`src/hw/rtl/bqc_pkg.sv`:
```
package bqc_pkg;

  localparam int unsigned MaxSections = 8;
  localparam int unsigned SecW        = 3;
  localparam int unsigned CoefTaps    = 5;
  localparam int unsigned CoefDepth   = MaxSections * CoefTaps;
  localparam int unsigned CoefAw      = $clog2(CoefDepth);
  localparam int unsigned AccW        = 49;
  localparam int unsigned GainW       = 56;

  localparam logic [2:0] SlotShift = 3'd3;
  localparam logic [2:0] SlotLast  = 3'd5;

  localparam logic signed [AccW-1:0] AccMax = 49'sd549755813887;
  localparam logic signed [AccW-1:0] AccMin = -49'sd549755813888;
  localparam logic signed [AccW-1:0] Q15Max = 49'sd32767;
  localparam logic signed [AccW-1:0] Q15Min = -49'sd32768;

  // coefficient taps, in table order
  localparam logic [2:0] TapB2 = 3'd0;
  localparam logic [2:0] TapB1 = 3'd1;
  localparam logic [2:0] TapB0 = 3'd2;
  localparam logic [2:0] TapA2 = 3'd3;
  localparam logic [2:0] TapA1 = 3'd4;

  typedef enum logic [3:0] {
    ST_IDLE, ST_RD_B2, ST_MAC_B2, ST_MAC_B1, ST_MAC_B0, ST_SHIFT,
    ST_MAC_A2, ST_MAC_A1, ST_UPDATE, ST_GAIN, ST_ROUND
  } state_e;

  typedef enum logic [2:0] {
    OP_NONE, OP_LOAD, OP_WRITE, OP_MAC, OP_SHIFT, OP_UPDATE, OP_GAIN, OP_ROUND
  } op_e;

  typedef struct packed {
    op_e             op;
    logic            rd_en;
    logic [2:0]      rd_tap;
    logic [2:0]      mac_tap;
    logic [SecW-1:0] sec;
  } cmd_t;

  typedef struct packed {
    logic out_busy;
  } status_t;

  function automatic logic signed [AccW-1:0] sat40(input logic signed [AccW-1:0] a);
    logic signed [AccW-1:0] r;
    if (a > AccMax) r = AccMax;
    else if (a < AccMin) r = AccMin;
    else r = a;
    return r;
  endfunction

  function automatic logic signed [15:0] sat16(input logic signed [AccW-1:0] a);
    logic signed [AccW-1:0] r;
    if (a > Q15Max) r = Q15Max;
    else if (a < Q15Min) r = Q15Min;
    else r = a;
    return r[15:0];
  endfunction

endpackage

```
`src/hw/rtl/bqc_ctrl.sv`:
```
module bqc_ctrl (
  input  logic             clk_i,
  input  logic             rst_ni,
  input  logic             in_valid_i,
  input  logic             command_i,
  input  logic [3:0]       count_i,
  input  bqc_pkg::status_t status_i,
  output logic             in_ready_o,
  output bqc_pkg::cmd_t    cmd_o
);
  import bqc_pkg::*;

  state_e          state_q, state_d;
  logic [SecW-1:0] sec_q, sec_d;
  logic            accept;
  logic            last_sec;

  assign accept   = in_valid_i && (state_q == ST_IDLE);
  assign last_sec = ({1'b0, sec_q} == (count_i - 4'd1));

  always_comb begin
    state_d = state_q;
    sec_d   = sec_q;
    unique case (state_q)
      ST_IDLE: begin
        if (accept && !command_i) begin
          state_d = ST_RD_B2;
          sec_d   = '0;
        end
      end
      ST_RD_B2:  state_d = ST_MAC_B2;
      ST_MAC_B2: state_d = ST_MAC_B1;
      ST_MAC_B1: state_d = ST_MAC_B0;
      ST_MAC_B0: state_d = ST_SHIFT;
      ST_SHIFT:  state_d = ST_MAC_A2;
      ST_MAC_A2: state_d = ST_MAC_A1;
      ST_MAC_A1: state_d = ST_UPDATE;
      ST_UPDATE: begin
        if (last_sec) begin
          state_d = ST_GAIN;
        end else begin
          state_d = ST_RD_B2;
          sec_d   = sec_q + 1'b1;
        end
      end
      ST_GAIN:  state_d = ST_ROUND;
      ST_ROUND: begin
        if (!status_i.out_busy) state_d = ST_IDLE;
      end
      default: state_d = ST_IDLE;
    endcase
  end

  always_comb begin
    in_ready_o    = (state_q == ST_IDLE);
    cmd_o         = '0;
    cmd_o.op      = OP_NONE;
    cmd_o.sec     = sec_q;
    unique case (state_q)
      ST_IDLE: begin
        if (accept) cmd_o.op = command_i ? OP_WRITE : OP_LOAD;
      end
      ST_RD_B2: begin
        cmd_o.rd_en  = 1'b1;
        cmd_o.rd_tap = TapB2;
      end
      ST_MAC_B2: begin
        cmd_o.op      = OP_MAC;
        cmd_o.mac_tap = TapB2;
        cmd_o.rd_en   = 1'b1;
        cmd_o.rd_tap  = TapB1;
      end
      ST_MAC_B1: begin
        cmd_o.op      = OP_MAC;
        cmd_o.mac_tap = TapB1;
        cmd_o.rd_en   = 1'b1;
        cmd_o.rd_tap  = TapB0;
      end
      ST_MAC_B0: begin
        cmd_o.op      = OP_MAC;
        cmd_o.mac_tap = TapB0;
      end
      ST_SHIFT: begin
        cmd_o.op     = OP_SHIFT;
        cmd_o.rd_en  = 1'b1;
        cmd_o.rd_tap = TapA2;
      end
      ST_MAC_A2: begin
        cmd_o.op      = OP_MAC;
        cmd_o.mac_tap = TapA2;
        cmd_o.rd_en   = 1'b1;
        cmd_o.rd_tap  = TapA1;
      end
      ST_MAC_A1: begin
        cmd_o.op      = OP_MAC;
        cmd_o.mac_tap = TapA1;
      end
      ST_UPDATE: cmd_o.op = OP_UPDATE;
      ST_GAIN:   cmd_o.op = OP_GAIN;
      ST_ROUND: begin
        if (!status_i.out_busy) cmd_o.op = OP_ROUND;
      end
      default: cmd_o.op = OP_NONE;
    endcase
  end

  always_ff @(posedge clk_i or negedge rst_ni) begin
    if (!rst_ni) begin
      state_q <= ST_IDLE;
      sec_q   <= '0;
    end else begin
      state_q <= state_d;
      sec_q   <= sec_d;
    end
  end

endmodule

```
`config.mk`:
```
export PLATFORM = sky130hd
export DESIGN_NAME = bqc_ctrl
export DESIGN_NICKNAME = d
export VERILOG_FILES = /design/src/hw/rtl/bqc_pkg.sv /design/src/hw/rtl/bqc_ctrl.sv
export SDC_FILE = /design/constraint.sdc
export NUM_CORES = 1
export LEC_CHECK = 0
export BUFFER_PORTS_ARGS = -buffer_cell sky130_fd_sc_hd__buf_2
export CAP_MARGIN = 25
export CORE_MARGIN = 2
export CORE_UTILIZATION = 50
export DETAILED_ROUTE_END_ITERATION = 10
export PLACE_DENSITY = 0.81
export RECOVER_POWER = 25
export SLEW_MARGIN = 20
export SYNTH_ARGS = -nofsm -noshare
export SYNTH_HDL_FRONTEND = slang
export SYNTH_SLANG_ARGS = --single-unit
```
`constraint.sdc`:
```
create_clock -name clk_i -period 4.5 [get_ports clk_i]
set_clock_uncertainty 0.1 [all_clocks]
set_input_delay 0.225 -clock clk_i [delete_from_list [all_inputs] [get_ports clk_i]]
set_output_delay 0.225 -clock clk_i [all_outputs]
set_load 0.02 [all_outputs]
```
==> impl_metrics.ini <==
[floorplanning]
core_mm2 = 0.00127
floorplan.die_area_mm2 = 0.00165
ios = 23
dieHeight_um = 40.6
dieWidth_um = 40.6
start_util_pct = 52.8
num_rows = 13

[sta]
fmax_mhz = 440
slew_violations = 0
finalSetupViolations = 0
worst_pin_slew_ns = 0.635
holdWs_ns = 0.266
layout_worst_path_cycle_share_pct = 50.5
period_needed_ns = 2.27
rsz0062_at_grt = false
finalSetupTns_ns = 0
setup_ws_ns = 2.23
slew_headroom_pct = 57.7
final-hold-violation-count = 0

[global_routing]
grt_pass1_vias = 536
grt_max_degree = 20
antenna_found_initial = 0
grt_overflow = 0
track_usage_pct = 22.6
grt_pass1_wl_um = 2380

[placed_design]
dpl.hpwl_um = 1030
place_congestion = 0.747
portBuffers = 22
post-place-ws_ns = 2.50

[yosys]
ys_seq_elements = 7
synth_nets = 89
synth_flop_cell = dfrtp_1
ys_warn_count = 0
syn_avg_cell_area_um2 = 8.58
synth_cell_type_count = 37
syn_area_um2 = 669
synth_edf_count = 0
synth_cells = 78
synth-seq-area-share_pct = 26.2
ys_async_sr_fraction_pct = 100

[pwr]
p_total_uw = 611
irDropWorstVdd_uv = 416
p_per_area_mw_per_mm2 = 761
leakagePower_nw = 0.404

[finish]
syn_to_final_growth_pct = 19.8
nets = 111
diodes = 0
n_fill_cell = 108
seqCellArea_um2 = 175
layout-drive-gt1-share_pct = 29.3
multiInputGateArea_um2 = 448

[status]
status = finished clean

[clock_tree]
cts.sinks = 7
clockBufferDepth = 2
clk_pin_slew_worst_paths_ns = 0.05
root_buffer = clkbuf_4
cts_max_level = 1
cts_tree = done
cts_made_buffers = 3
clk_latency_ns = 0.25

[detailed_routing]
dr.pass1.iters = 2
postRouteWirelength_um = 1430
viasPerCell = 5.80
wire_per_inst_um = 12.5
drc = 0
ant_nets = 0
drtIter0Drc = 15
vias = 661

[worst_setup_path]
cp-start-kind = flop
crit_fanout = 15
path_class = flop to primary output
arrival_ns = 1.95
crit_required_ns = 4.18
endpoint_kind = primary output

[worst_hold_path]
hold_path_class = input port to flop

[run]
maxCapViolations = 0
power breakdown:
part           switching [mW]  leakage [nW]  total [mW]  internal (mW)
Clock                  0.0231        0.0150      0.0569         0.0338
Sequential             0.0972        0.0901       0.186         0.0884
Combinational           0.211         0.299       0.368          0.157
metal layers:
layer / up-vias / share of wire [%] / track usage [%]
met2: 19 / 46 / 38.1
met1: 304 / 46 / 26.0
li1: 333 / - / -
met3: 5 / 5.3 / 6.67
met4: 0 / 2.2 / 10.0
met5: - / 0 / 0
cell type report:
type | count | area share, %
clock buffers | 4 | 3.28
inverters | 4 | 1.87
multi-input cells | 61 | 55.9
well taps | 15 | 2.34
flip-flops and latches | 7 | 21.8
repair buffers | 23 | 14.8
final timing paths:
kind,startpoint,to,slack (ns),depth (start not counted)
worst max-delay path,state_q[0],cmd_o[11],2.23,4
worst min-delay path,status_i,state_q[1],0.27,3
worst max register to register,state_q[1],sec_q[1],2.63,4
worst min register to register,sec_q[2],sec_q[2],0.43,1
max in group asynchronous,rst_ni,state_q[2],3.74,2
min in group asynchronous,rst_ni,sec_q[0],0.29,2
kinds of logic (layout without fill, tap and decap cells):
family                     after synthesis  after routing  share of synthesized area [%]
and+or+nand+nor                         32             32                           30.8
AOI/OAI and AO/OA                       20             20                           20.9
muxes                                    1              1                           1.50
xor gates and xnor gates                 6              6                           9.91
DFF                                      7              7                           26.2
adders and majority gates                2              2                           3.74
buffers and inverters                   10             31                           6.91
timing repair:
action / in CTS / in global routing
hold endpoints to repair: 7 / 0
hold buffers: 1 / 0
gates resized for setup: 0 / 0
setup buffers: 0 / 0
cell usage after synthesis, drive strengths merged (2+ instances only):
cell,number,area share [%]
nor2b,3,2.8
or2,2,2.2
or4,2,2.2
a32o,3,4.5
clkbuf,3,1.7
nand2,4,2.6
a21oi,4,3.0
inv,4,2.2
nor2,5,2.8
and3,4,3.7
ha,2,3.7
dfrtp,7,26
nor3,4,3.0
nand3b,2,2.2
xor2,4,5.2
buf,3,3.0
o21ai,6,4.5
critical path: stages (launching register included):
cell	delay [ns]
dfrtp_1	0.64
inv_1	0.19
or4_1	0.56
o311ai_1	0.10
buf_2	0.20
state kept, by name, summed over array words and instances (netlist names):
name     flops
state_q      4
sec_q        3
stage by stage:
stage | area (um2) | util (%) | cells
finish | 802 | 63.2 | 114
global placement | 767 | 60.5 | 109
detailed placement | 767 | 60.5 | 109
CTS | 803 | 63.3 | 114
floorplan | 669 | - | 78
global route | 802 | 63.2 | 114
cell usage in the layout, fill, tap and decap left out, drive strengths merged, types with 2 or more instances in the layout:
master and count:
nor2 5, xor2 4, o21ai 6, nand3b 2, nor2b 3, dfrtp 7
buf 21, ha 2, nand2 4, and3 4, a21oi 4, or4 2
a32o 3, inv 4, clkbuf 5, nor3 4, or2 2
Note: power is estimated with default switching activity, not from simulation.
