**config.mk**
```make
export PLATFORM = sky130hd
export DESIGN_NAME = bqc_datapath
export DESIGN_NICKNAME = d
export VERILOG_FILES = /design/src/hw/rtl/bqc_pkg.sv /design/src/hw/rtl/bqc_datapath.sv
export SDC_FILE = /design/constraint.sdc
export NUM_CORES = 2
export LEC_CHECK = 0
export BUFFER_PORTS_ARGS = -buffer_cell sky130_fd_sc_hd__buf_4
export CAP_MARGIN = 25
export CELL_PAD_IN_SITES_DETAIL_PLACEMENT = 1
export CELL_PAD_IN_SITES_GLOBAL_PLACEMENT = 1
export CORE_ASPECT_RATIO = 0.75
export CORE_MARGIN = 2
export CORE_UTILIZATION = 32
export CTS_BUF_LIST = sky130_fd_sc_hd__clkbuf_16
export CTS_CLUSTER_DIAMETER = 40
export CTS_CLUSTER_SIZE = 40
export DETAILED_ROUTE_END_ITERATION = 10
export PLACE_DENSITY_LB_ADDON = 0.1
export SYNTH_ARGS = -nofsm -noshare
export SYNTH_HDL_FRONTEND = slang
export SYNTH_SLANG_ARGS = --single-unit
```
**constraint.sdc**
```tcl
create_clock -name clk_i -period 23.3 [get_ports clk_i]
set_input_delay 5.825 -clock clk_i [delete_from_list [all_inputs] [get_ports clk_i]]
set_output_delay 5.825 -clock clk_i [all_outputs]
set_load 0.01 [all_outputs]
```
**src/hw/rtl/bqc_pkg.sv**
```systemverilog
package bqc_pkg;

  localparam int unsigned MaxSections = 8;
  localparam int unsigned SecW        = 3;
  localparam int unsigned CoefTaps    = 5;
  localparam int unsigned CoefDepth   = MaxSections * CoefTaps;
  localparam int unsigned CoefAw      = $clog2(CoefDepth);
  localparam int unsigned AccW        = 49;
  localparam int unsigned GainW       = 56;

  localparam logic [2:0] SlotShift = 3'd3;
  localparam logic [2:0] SlotLast  = 3'd5;

  localparam logic signed [AccW-1:0] AccMax = 49'sd549755813887;
  localparam logic signed [AccW-1:0] AccMin = -49'sd549755813888;
  localparam logic signed [AccW-1:0] Q15Max = 49'sd32767;
  localparam logic signed [AccW-1:0] Q15Min = -49'sd32768;

  // coefficient taps, in table order
  localparam logic [2:0] TapB2 = 3'd0;
  localparam logic [2:0] TapB1 = 3'd1;
  localparam logic [2:0] TapB0 = 3'd2;
  localparam logic [2:0] TapA2 = 3'd3;
  localparam logic [2:0] TapA1 = 3'd4;

  typedef enum logic [3:0] {
    ST_IDLE, ST_RD_B2, ST_MAC_B2, ST_MAC_B1, ST_MAC_B0, ST_SHIFT,
    ST_MAC_A2, ST_MAC_A1, ST_UPDATE, ST_GAIN, ST_ROUND
  } state_e;

  typedef enum logic [2:0] {
    OP_NONE, OP_LOAD, OP_WRITE, OP_MAC, OP_SHIFT, OP_UPDATE, OP_GAIN, OP_ROUND
  } op_e;

  typedef struct packed {
    op_e             op;
    logic            rd_en;
    logic [2:0]      rd_tap;
    logic [2:0]      mac_tap;
    logic [SecW-1:0] sec;
  } cmd_t;

  typedef struct packed {
    logic out_busy;
  } status_t;

  function automatic logic signed [AccW-1:0] sat40(input logic signed [AccW-1:0] a);
    logic signed [AccW-1:0] r;
    if (a > AccMax) r = AccMax;
    else if (a < AccMin) r = AccMin;
    else r = a;
    return r;
  endfunction

  function automatic logic signed [15:0] sat16(input logic signed [AccW-1:0] a);
    logic signed [AccW-1:0] r;
    if (a > Q15Max) r = Q15Max;
    else if (a < Q15Min) r = Q15Min;
    else r = a;
    return r[15:0];
  endfunction

endpackage

```
**src/hw/rtl/bqc_datapath.sv**
```systemverilog
module bqc_datapath (
  input  logic                clk_i,
  input  logic                rst_ni,
  input  bqc_pkg::cmd_t       cmd_i,
  input  logic signed [15:0]  sample_i,
  input  logic [2:0]          section_i,
  input  logic [2:0]          slot_i,
  input  logic signed [15:0]  coeff_value_i,
  input  logic signed [15:0]  gain_i,
  input  logic                out_stall_i,
  output bqc_pkg::status_t    status_o,
  output logic                out_valid_o,
  output logic signed [31:0]  filtered_o
);
  import bqc_pkg::*;

  // coefficient memory, zero until written
  logic signed [15:0]   coef_mem [CoefDepth];
  logic [CoefDepth-1:0] coef_vld_q;
  logic signed [15:0]   coef_q;

  logic signed [4:0]  shift_q [MaxSections];
  logic signed [15:0] x2_q [MaxSections];
  logic signed [15:0] x1_q [MaxSections];
  logic signed [15:0] y2_q [MaxSections];
  logic signed [15:0] y1_q [MaxSections];

  logic signed [15:0]      x_q;
  logic signed [AccW-1:0]  acc_q, acc_d;
  logic signed [GainW-1:0] gprod_q;
  logic                    out_valid_q;
  logic signed [31:0]      out_q;

  logic [CoefAw-1:0]  rd_addr, wr_addr;
  logic [2:0]         wr_pos;
  logic               wr_coef, wr_shift;
  logic signed [4:0]  shift_clamped;
  logic signed [15:0] operand;
  logic signed [31:0] prod;
  logic signed [AccW-1:0] term, shifted;
  logic signed [15:0] q_sec, q_out;
  logic signed [GainW-1:0] gsum;
  logic signed [AccW-1:0]  qsum;
  logic [4:0]         rshift;

  assign rd_addr = CoefAw'({cmd_i.sec, 2'b00}) + CoefAw'(cmd_i.sec) + CoefAw'(cmd_i.rd_tap);
  assign wr_pos  = (slot_i < SlotShift) ? slot_i : slot_i - 3'd1;
  assign wr_addr = CoefAw'({section_i, 2'b00}) + CoefAw'(section_i) + CoefAw'(wr_pos);
  assign wr_coef  = (cmd_i.op == OP_WRITE) && (slot_i <= SlotLast) && (slot_i != SlotShift);
  assign wr_shift = (cmd_i.op == OP_WRITE) && (slot_i == SlotShift);

  always_comb begin
    if (coeff_value_i > 16'sd15) shift_clamped = 5'sd15;
    else if (coeff_value_i < -16'sd16) shift_clamped = -5'sd16;
    else shift_clamped = coeff_value_i[4:0];
  end

  always_ff @(posedge clk_i) begin
    if (wr_coef) coef_mem[wr_addr] <= coeff_value_i;
    if (cmd_i.rd_en) coef_q <= coef_vld_q[rd_addr] ? coef_mem[rd_addr] : 16'sd0;
  end

  always_comb begin
    unique case (cmd_i.mac_tap)
      TapB2:   operand = x2_q[cmd_i.sec];
      TapB1:   operand = x1_q[cmd_i.sec];
      TapB0:   operand = x_q;
      TapA2:   operand = y2_q[cmd_i.sec];
      TapA1:   operand = y1_q[cmd_i.sec];
      default: operand = 16'sd0;
    endcase
  end

  assign prod = coef_q * operand;
  // b1 and a1 are stored as halves
  assign term = ((cmd_i.mac_tap == TapB1) || (cmd_i.mac_tap == TapA1)) ?
                AccW'(prod) <<< 1 : AccW'(prod);

  assign rshift  = 5'(-shift_q[cmd_i.sec]);
  assign shifted = (shift_q[cmd_i.sec] >= 0) ? (acc_q <<< shift_q[cmd_i.sec][3:0])
                                             : (acc_q >>> rshift);

  assign qsum  = (acc_q + 49'sd16384) >>> 15;
  assign q_sec = sat16(qsum);
  assign gsum  = (gprod_q + 56'sd536870912) >>> 30;
  assign q_out = sat16(AccW'(gsum));

  always_comb begin
    acc_d = acc_q;
    unique case (cmd_i.op)
      OP_MAC: begin
        unique case (cmd_i.mac_tap)
          TapB2:   acc_d = -term;
          TapA2:   acc_d = acc_q + term;
          TapA1:   acc_d = sat40(acc_q - term);
          default: acc_d = acc_q - term;
        endcase
      end
      OP_SHIFT: acc_d = sat40(shifted);
      default:  acc_d = acc_q;
    endcase
  end

  always_ff @(posedge clk_i) begin
    acc_q <= acc_d;
    if (cmd_i.op == OP_LOAD) x_q <= sample_i;
    if (cmd_i.op == OP_UPDATE) x_q <= q_sec;
    if (cmd_i.op == OP_GAIN) gprod_q <= $signed(acc_q[39:0]) * gain_i;
    if (cmd_i.op == OP_ROUND) out_q <= {q_out, 16'h0000};
  end

  always_ff @(posedge clk_i or negedge rst_ni) begin
    if (!rst_ni) begin
      coef_vld_q  <= '0;
      out_valid_q <= 1'b0;
      for (int i = 0; i < MaxSections; i++) begin
        shift_q[i] <= '0;
        x2_q[i]    <= '0;
        x1_q[i]    <= '0;
        y2_q[i]    <= '0;
        y1_q[i]    <= '0;
      end
    end else begin
      if (wr_coef) coef_vld_q[wr_addr] <= 1'b1;
      if (wr_shift) shift_q[section_i] <= shift_clamped;
      if (cmd_i.op == OP_UPDATE) begin
        x2_q[cmd_i.sec] <= x1_q[cmd_i.sec];
        x1_q[cmd_i.sec] <= x_q;
        y2_q[cmd_i.sec] <= y1_q[cmd_i.sec];
        y1_q[cmd_i.sec] <= q_sec;
      end
      if (cmd_i.op == OP_ROUND) out_valid_q <= 1'b1;
      else if (!out_stall_i) out_valid_q <= 1'b0;
    end
  end

  assign status_o.out_busy = out_valid_q && out_stall_i;
  assign out_valid_o       = out_valid_q;
  assign filtered_o        = out_q;

endmodule

```
==> metrics <==
status=complete, no violations; final standard cell area without fillers=around 110000 um2; slew margin rel.=a little under a quarter; number of distinct standard cells referenced by the synthesized netlist=between 100 and 150; maximum number of pins on one net before global-route repair=between 100 and 150; period utilization=about nine tenths; signal arrival time at the worst endpoint=21.66 ns; wire per inst=25.7 um; CP max FO=slightly above 60; final count of hold timing violations=0; CTS root buffer=sky130_fd_sc_hd__clkbuf_16; Startpoint Class=input port; number of instances resized during post-cts repair=0; Area Growth Syn to Fin=12.7%; total congestion overflow after global routing=0; synthesized netlist cell count=9260; average cell area after synthesis=~11 um2; leading register cell type out of synthesis=sky130_fd_sc_hd__edfxtp_1; maximum achievable frequency=about 0.047 GHz; clock latency reported for the late side of the worst-skew pair=roughly 0.92 ns; post-layout net count=just over 10k; # port buffers=between 80 and 90; standard-cell row count=around 180; TritonCTS clock tree=built; commonest cells after routing, fill and taps aside=1160 x sky130_fd_sc_hd__nand2_1, 1045 x sky130_fd_sc_hd__inv_1, 865 x sky130_fd_sc_hd__fa_1, 764 x sky130_fd_sc_hd__edfxtp_1, 638 x sky130_fd_sc_hd__o21ai_0; Worst Max-Slew Pin Slew=between 1 and 1.5 ns; total clock buffers created by CTS=209; Initial Util=~32%; required time reported for the critical path endpoint=23.84 ns; Clock Pin Slew Worst Setup and Hold Paths=about 0.060 ns; number of hold-repair buffers added at the cts stage=0; Fin Setup TNS=0 ns; Final setup violation count=0; CP endpoint kind=flop; synth warn=0; final weighted congestion of routability-driven global placement=0.878; number of design rule violations left after detail routing=0; total track usage=22.2%; Crit-path slowest cell=sky130_fd_sc_hd__fa_1; flop and latch count out of synthesis=1357; H-Tree Depth=4; critical path's largest stage delay=slightly above 0.9 ns; global-route wire length before repair=between 500 and 600 mm; family of cells with the greatest summed delay on the critical path=adder cells; post-synth design cell area=roughly 100000 um2; Post-CTS Repair Setup Buffers=0; worst hold-check path type=reg -> reg; count of pins over their slew limit=0; number of vias in the routed layout=around 71k; Pre-Repair DR Iteration Count=5; Max Cap Violations=0; die outline width=~650 um; post-detailed-route via-to-cell ratio=between 5 and 6; shortest clock period the worst path allows after layout=approximately 21 ns; leading cell type in the layout, fill and taps excluded=sky130_fd_sc_hd__nand2_1; worst setup skew after layout=between 0.1 and 0.15 ns; die height=485 um; I/O pin total=roughly 100; aggregate routed wire length=between 300 and 400 mm; number of fill cells=between 30k and 40k; vias in the first global route=between 70k and 80k; maximum count of clock buffers along a single path=4; antenna violations before repair=23; Crit Path Category=in -> reg; Core Util, Final=between 30% and 40%; Antenna Violating Nets Remaining=0; layout cell share with drive strength beyond 1=between 10% and 20%; Core Area=approximately 310000 um2; combined area of the multi-input logic cells=approximately 55000 um2; Bufs and invs on worst path=8; unrepaired setup endpoints after global routing=false; fraction of the yosys area taken by sequential cells=about two fifths; FF+latch area=approximately 38000 um2; HPWL reported at the end of detailed placement=roughly 240 mm; First DRT Iteration DRCs=5100; Hold Worst Slack=~0.46 ns; Post-Place Cell Area=104000 um2; EDFF count, synth=~760; overall die area=313000 um2; Sink Count=1357; most frequent cell on the critical path=sky130_fd_sc_hd__fa_1; async set-reset flop share out of synthesis=between 40 and 50%
==> state kept, by name, summed over array words and instances (netlist names), 27 cells and up <==
name,count
y1_q,128
shift_q,40
y2_q,128
acc_q,49
x1_q,128
x2_q,128
coef_mem,640
gprod_q,27
coef_vld_q,40
==> path summary, 6_finish.rpt <==
check                                           start                    endpoint  slack [ns]  cells past startpoint
max                                          cmd_i[1]         acc_q[19]$_DFFE_PP_        2.18                     46
min                        coef_vld_q[36]$_DFFE_PN0P_  coef_vld_q[36]$_DFFE_PN0P_        0.46                      1
max reg2reg                      y1_q[47]$_DFFE_PN0P_         acc_q[19]$_DFFE_PP_        8.31                     40
min reg2reg                coef_vld_q[36]$_DFFE_PN0P_  coef_vld_q[36]$_DFFE_PN0P_        0.46                      1
max in group asynchronous                      rst_ni       y1_q[107]$_DFFE_PN0P_       14.11                      5
min in group asynchronous                      rst_ni   coef_vld_q[7]$_DFFE_PN0P_        5.02                      1
==> cells in the mapped netlist (29+ instances only) <==
cell / n / share of area (%)
sky130_fd_sc_hd__buf_2: 29 / 0.15
sky130_fd_sc_hd__xnor2_1: 132 / 1.2
sky130_fd_sc_hd__mux2_2: 186 / 2.1
sky130_fd_sc_hd__nor2_1: 455 / 1.7
sky130_fd_sc_hd__clkbuf_1: 533 / 2.0
sky130_fd_sc_hd__o22ai_1: 67 / 0.42
sky130_fd_sc_hd__a22oi_1: 175 / 1.3
sky130_fd_sc_hd__nor4_1: 29 / 0.18
sky130_fd_sc_hd__a211oi_1: 78 / 0.59
sky130_fd_sc_hd__nand4_1: 41 / 0.26
sky130_fd_sc_hd__ha_1: 299 / 3.8
sky130_fd_sc_hd__nand2b_1: 91 / 0.58
sky130_fd_sc_hd__buf_1: 57 / 0.22
sky130_fd_sc_hd__and3_1: 64 / 0.41
sky130_fd_sc_hd__a21o_1: 63 / 0.48
sky130_fd_sc_hd__fa_1: 866 / 18
sky130_fd_sc_hd__or2_2: 58 / 0.37
sky130_fd_sc_hd__mux4_2: 208 / 4.7
sky130_fd_sc_hd__o21a_1: 31 / 0.24
sky130_fd_sc_hd__inv_1: 1026 / 3.9
sky130_fd_sc_hd__nand2_1: 1168 / 4.4
sky130_fd_sc_hd__a31oi_1: 36 / 0.23
sky130_fd_sc_hd__edfxtp_1: 764 / 23
sky130_fd_sc_hd__dfrtp_1: 593 / 15
sky130_fd_sc_hd__o21ai_0: 639 / 3.2
sky130_fd_sc_hd__xor2_1: 47 / 0.42
sky130_fd_sc_hd__nand3_1: 86 / 0.44
sky130_fd_sc_hd__nor2b_1: 57 / 0.36
sky130_fd_sc_hd__and2_1: 342 / 2.2
sky130_fd_sc_hd__a221oi_1: 75 / 0.67
sky130_fd_sc_hd__a22o_1: 61 / 0.54
sky130_fd_sc_hd__a21oi_1: 257 / 1.3
sky130_fd_sc_hd__nor3_1: 61 / 0.31
sky130_fd_sc_hd__o211ai_1: 58 / 0.44
sky130_fd_sc_hd__mux2i_1: 195 / 2.0
==> per-stage QoR <==
stage	cells	setup WS, ns
2_1_floorplan	9275	4.60
3_3_place_gp	13000	1.60
3_5_place_dp	13000	1.55
4_1_cts	13400	2.38
5_1_grt	13400	1.05
6_report	13400	2.18
==> routing by layer <==
layer | track usage, % | vias up | wire length, um
met5 | 0 | - | 53
met2 | 33.8 | 1555 | 152000
li1 | - | 31500 | -
met3 | 3.27 | 382 | 17000
met4 | 4.67 | 8 | 7370
met1 | 33.3 | 37600 | 169000
==> kinds of logic (layout without fill, tap and decap cells) <==
logic type / Yosys count / after routing / synth area share (%)
AND/OR/NAND/NOR: 2516 / 2516 / 11.8
AO/OA/AOI/OAI: 1780 / 1780 / 11.7
buffers and inverters: 1671 / 1706 / 6.47
flip-flops: 1357 / 1357 / 38.3
adder cells (fa/ha/maj): 1165 / 1165 / 21.4
multiplexers: 590 / 590 / 8.86
XOR/XNOR: 180 / 180 / 1.60
other: 1 / 27 / 0.00380
==> final cells by class <==
type	count	area share, %
Antenna cell	11	0.0247
Sequential cell	1357	34.0
Inverter	1031	3.48
Multi-Input combinational cell	6247	49.5
Clock buffer	213	4.79
Timing Repair Buffer	295	2.19
Clock inverter	167	1.48
Tap cell	4094	4.61
Power is not shown: default switching activity piles up to over one toggle a cycle in this logic, so the estimate is an artifact.
